[src/design/mmt_pkg.sv]
// Shared sizes, codes and types for the A times B-transposed block.
package mmt_pkg;

  localparam int MAX_ROWS  = 32;
  localparam int MAX_DEPTH = 128;

  localparam int KD_W   = $clog2(MAX_DEPTH);
  localparam int KC_W   = KD_W + 1;
  localparam int ADDR_W = $clog2(MAX_ROWS * MAX_DEPTH);

  localparam int OPND_W = 16;
  localparam int MUL_W  = 2 * OPND_W;
  localparam int ACC_W  = 40;

  localparam logic [1:0] FUNC_LOAD_A = 2'd0;
  localparam logic [1:0] FUNC_LOAD_B = 2'd1;
  localparam logic [1:0] FUNC_QUERY  = 2'd2;

  localparam logic [1:0] REG_A_ROWS = 2'd0;
  localparam logic [1:0] REG_B_ROWS = 2'd1;
  localparam logic [1:0] REG_DEPTH  = 2'd2;

  localparam logic STATUS_OK  = 1'b0;
  localparam logic STATUS_ERR = 1'b1;

  typedef struct packed {
    logic clear;
    logic en;
    logic last;
  } mac_ctl_t;

  // element (r, c) sits at r * MAX_DEPTH + c
  function automatic logic [ADDR_W-1:0] elem_addr(input logic [ADDR_W-1:0] r,
                                                  input logic [ADDR_W-1:0] c);
    elem_addr = ADDR_W'(r * ADDR_W'(MAX_DEPTH) + c);
  endfunction

endpackage

[src/design/mmt_mac.sv]
// Shared multiply-accumulate unit: registered product, then 40-bit accumulator.
module mmt_mac (
  input  logic                              clk,
  input  logic                              rst,
  input  mmt_pkg::mac_ctl_t                 ctl,
  input  logic signed [mmt_pkg::OPND_W-1:0] a,
  input  logic signed [mmt_pkg::OPND_W-1:0] b,
  output logic signed [mmt_pkg::ACC_W-1:0]  acc,
  output logic                              done
);

  logic signed [mmt_pkg::MUL_W-1:0] prod;
  logic                             prod_valid;
  logic                             prod_last;

  always_ff @(posedge clk) begin
    prod <= a * b;
    if (rst) begin
      prod_valid <= 1'b0;
      prod_last  <= 1'b0;
    end else begin
      prod_valid <= ctl.en;
      prod_last  <= ctl.en & ctl.last;
    end
  end

  always_ff @(posedge clk) begin
    if (rst) begin
      done <= 1'b0;
    end else begin
      done <= prod_valid & prod_last;
    end
    if (ctl.clear) begin
      acc <= '0;
    end else if (prod_valid) begin
      acc <= acc + mmt_pkg::ACC_W'(prod);
    end
  end

endmodule

[config.mk]
export PLATFORM = sky130hd
export DESIGN_NAME = mmt_mac
export DESIGN_NICKNAME = d
export VERILOG_FILES = /design/src/design/mmt_pkg.sv /design/src/design/mmt_mac.sv
export SDC_FILE = /design/constraint.sdc
export NUM_CORES = 1
export LEC_CHECK = 0
export BUFFER_PORTS_ARGS = -buffer_cell sky130_fd_sc_hd__buf_2
export CORE_ASPECT_RATIO = 0.6
export CORE_MARGIN = 2
export CORE_UTILIZATION = 37
export CTS_BUF_LIST = sky130_fd_sc_hd__clkbuf_8
export DETAILED_ROUTE_END_ITERATION = 10
export GPL_ROUTABILITY_DRIVEN = 0
export HOLD_SLACK_MARGIN = 0.02
export SLEW_MARGIN = 20
export SYNTH_ARGS = -nofsm -noshare
export SYNTH_HDL_FRONTEND = slang
export SYNTH_SLANG_ARGS = --single-unit
export TNS_END_PERCENT = 20
[constraint.sdc]
create_clock -name clk -period 6.2 [get_ports clk]
set_clock_uncertainty 0.05 [all_clocks]
set_input_delay 0.93 -clock clk [delete_from_list [all_inputs] [get_ports clk]]
set_output_delay 0.93 -clock clk [all_outputs]
set_load 0.1 [all_outputs]
# Word-level counts from Yosys, hierarchy flattened
# Cells that the tools add are included.
[totals]
output_inout_bits = 41
in_bits = 37
regBits = 75
wordCells = 9
[classes]
multipliers = 1
n_addsub = 1
bitwise = 2
[op_table]
columns = ["cell", "n"]
rows = [
  ["$add 40x32->40", 1],
  ["$mul 16x16->32", 1],
  ["$and 1x1->1", 2],
]

# Longest topological paths before layout
[logic_depth]
ltp_word = 1
depth_mapped = 23
ltp_nobuf = 22

# Worst setup path before layout
# Ideal clock, no wire load.
[synth_path]
kind = "in2reg"
start = "in a[15] in the netlist's numbering"
end = "reg prod[31] in the netlist's numbering"
arrival_ps = 6258
setup_slack_ps = -228
stages = 18
t_required_ps = 6030
setup_time_ps = 120
n_path_buf = 1
cell_sequence = "clkbuf_1 > nand2_1 > inv_1 > fa_1 > fa_1 > fa_1 > fa_1 > fa_1 > inv_1 > fa_1 > inv_1 > ha_1 > nand4_1 > o311ai_0 > nor3b_1 > o21a_1 > o21a_1 > a211o_1"
[synth_via]
elab_chain_cells = 1
[synth_rtl]
columns = ["element", "line", "rtl"]
rows = [
  ["start: declaration", "mmt_mac.sv:6", "input logic signed [mmt_pkg::OPND_W-1:0] a,"],
  ["$mul 16x16->32", "mmt_mac.sv:17", "prod <= a * b;"],
  ["end signal: assignment", "mmt_mac.sv:17", ""],
  ["end: declaration", "mmt_mac.sv:12", "logic signed [mmt_pkg::MUL_W-1:0] prod;"],
]
# No other way between the ends.
# A chain may end at the register's enable or synchronous reset.

# Worst setup path in the final report
[layout_path]
start = "in b[3] in the netlist's numbering"
end = "reg prod[26] in the netlist's numbering"
[layout_via]
elab_chain_cells = 1
[layout_rtl]
columns = ["element", "line", "rtl"]
rows = [
  ["start: declaration", "mmt_mac.sv:7", "input logic signed [mmt_pkg::OPND_W-1:0] b,"],
  ["$mul 16x16->32", "mmt_mac.sv:17", ""],
]
# No other way between the ends.

==> run_results.csv <==
group,metric,value,unit
timing,relSlewSlack,0.352,
cts,htreeDepth,3,
worst_hold_path,hold_start,"prod_last",
drt,routedWlPerCell,15.3,um
global_routing,grt_overflow_total,0,
worst_setup_path,critical_path.most_common_cell,"fa_2",
synth,post_synth.cell_area_avg,9.03,um2
floorplan,fp.dieH,155,um
timing,fmaxAchievable,166,MHz
floorplan,die_width,256,um
worst_setup_path,crit_end,"prod[26]",
global_routing,grt_start_max_net_pins,48,
worst_setup_path,worst-endpoint-required,6440,ps
cts,clk-insertion-delay-late,370,ps
drt,routed-via-count,11024,
synth,yosysWarningCount,0,
drt,post_drt_via_cell_ratio,4.89,
global_routing,global_route.usage.total,0.179,
placed_design,dp_hpwl,29700,um
floorplan,effective_utilization_at_floorplan,0.375,
cells_and_area,stdcell_area,0.0165,mm2
cts,worst_setup_hold_path_clk_slew,80,ps
worst_setup_path,max_stage_delay,710,ps
drt,drc,0,
worst_hold_path,tightest_hold_check_type,"register to register",
synth,number_of_enable_flip_flop_cells_after_synthesis,0,
worst_setup_path,critical_path.reg2reg.endpoint,"acc[32]",
synth,postSynth.asyncResetShare,0,
cts,clock_buffers_created_by_tritoncts,9,
synth,synth_fp_nets,1988,
synth,postSynth.topFlopCell,"dfxtp_1",
drt,first_iter_violations,667,
flow_run,cap_violations,0,
timing,maxSlewViolCount,0,
worst_setup_path,timing.critical_path.cells,"buf_4, buf_12, and2_4, fa_2, fa_2, fa_2, fa_2, fa_1, inv_1, fa_1, inv_1, ha_4, nand4_1, buf_4, o221ai_4, a221oi_4, buf_4, nor2b_1, nor2_1, xnor2_1",
cts,clock_sink_count,75,
drt,drt_pre_antenna_iters,5,
worst_setup_path,setup.worst_path.class,"primary input to register",
cells_and_area,layout-area-overhead-vs-synth,16.8,%
timing,setup_viol,0,
worst_setup_path,timing.critical_path.fanout_max,7,
cts,cts_tree,"yes",
worst_setup_path,worst_path_dominant_cell_family,"adder cells",
synth,syn_area,0.0141,mm2
synth,postSynthRegisterBits,75,
cts,cts_buffer_depth,2,
worst_setup_path,startpoint,"b[3]",
floorplan,rows,55,
cts,buffer_cell_driving_the_clock_tree_root,"clkbuf_8",
timing,worstMarginPinSlew,971,ps
cells_and_area,finalNetCount,2158,
worst_setup_path,cp_data_arrival_time,6280,ps
global_routing,grt_pass1_vias,11463,
global_routing,grt_first_pass_wirelength,58200,um
timing,fin_crit_sh,0.974,
drt,routed_wl,34500,um
floorplan,dieArea,0.0399,mm2
floorplan,core_area,0.0377,mm2
floorplan,io_count,78,
cells_and_area,num-fill-cells,3749,
worst_setup_path,ff2ff_setup_slack,2940,ps
cells_and_area,num_antenna_cells,0,
worst_setup_path,reg2reg_from,"acc[0]",
synth,number_of_unique_standard_cell_types_used_by_synthesis,69,
drt,drt.antenna.violating_nets,0,
synth,ys_seq_area_frac,0.106,
worst_setup_path,critical_path.slowest_cell,"fa_2",
timing,period_needed,6040,ps
synth,synthesis.instances,1567,
worst_setup_path,cp_num_cells,20,
worst_setup_path,worstSetupStartpointType,"primary input",
placed_design,place_area,0.0159,mm2
outcome,run_status,"finished clean",
worst_setup_path,end_kind,"register",
cells_and_area,final_layout_size_suffix_gt1_frac,0.163,
worst_setup_path,count_of_cells_along_the_worst_register_to_register_path,12,
placed_design,placement.io_buffers,77,
global_routing,antenna_violations_before_repair,0,
worst_setup_path,timing.critical_path.buf_inv,6,
timing,timing.final.hold_violations,0,
synth_stat cells, types with 18 or more instances:
library cell | instances | area, um2
xnor2_1 | 37 | 324
a21oi_1 | 61 | 305
nor2_1 | 59 | 221
fa_1 | 263 | 5270
a21o_1 | 31 | 233
ha_1 | 121 | 1510
dfxtp_1 | 75 | 1500
clkbuf_1 | 44 | 165
nand2_1 | 158 | 593
inv_1 | 304 | 1140
o21ai_0 | 36 | 180
nand3_1 | 18 | 90.1
and2_1 | 129 | 807
nor3_1 | 25 | 125
layout by cell type, fill, tap and decap left out, types with 33 or more instances in the layout:
master and n:
a21oi_1 52, and2_1 128, buf_2 72, buf_4 121
dfxtp_1 75, fa_1 256, ha_1 116, inv_1 305
nand2_1 156, nor2_1 57, o21ai_0 33, xnor2_1 36
through the flow:
step                      setup WS (ps)  instances  hold WS, ps   util  TNS, ps
final                               163       2255          376  0.438        0
after detailed placement           -448       2231          367  0.423    -3970
after global placement             -338       2231          360  0.423    -2760
after CTS                         0.533       2247          378  0.430        0
after global routing              -27.7       2255          411  0.438    -66.5
after floorplan                   -2.59       1567          354      -    -2.59
cell families (layout without fill, tap and decap cells):
kind of cell               Yosys count  in the layout  share of synthesized area
buffers and inverters              355            530                     0.0982
xor gates and xnor gates            52             52                     0.0322
AOI/OAI and AO/OA                  230            230                      0.112
and+or+nand+nor                    456            456                      0.162
DFF                                 75             75                      0.106
muxes                               15             15                     0.0107
adders and majority gates          384            384                      0.479
layer usage:
layer | track usage | wire length [um] | vias to the layer above
met5 | 0 | 0 | -
met4 | 0.0310 | 447 | 0
met3 | 0.0231 | 1580 | 33
met2 | 0.279 | 15600 | 222
met1 | 0.270 | 16800 | 5488
li1 | - | - | 5281
flip-flops by register name, indices dropped and copies added, names as in the netlist:
name / cells
prod_last: 1
done: 1
acc: 40
prod: 32
prod_valid: 1
worst min-delay path by stage:
stage | to | slack [ps] | cells after the start
floorplan | done | 350 | 2
global placement | done | 360 | 2
detailed placement | done | 370 | 2
CTS | done | 380 | 2
global route | done | 410 | 2
finish | done | 380 | 2
cell type report:
class,instances,area (um2),area share
multi-input cells,1137,11500,0.696
clock buffers,9,124,0.00750
flip-flops and latches,75,1500,0.0909
repair buffers,209,1490,0.0899
inverters,305,1140,0.0693
clock inverters,7,133,0.00803
well taps,513,642,0.0388
tightest hold or removal path: stages (launching register included):
cell	delay, ps
dfxtp_1	300
nand2_1	50
nor2_1	40
repair_timing:
item                       4_1_cts  5_1_grt
hold buffers                     0        0
pin swaps                        2       34
setup endpoints to repair        2       12
buffers inserted                 0        8
gates resized for setup          0       56
Power is left out: the tool's default activity adds up to more than one toggle a clock period on the data nets, which glitch-free logic cannot reach.
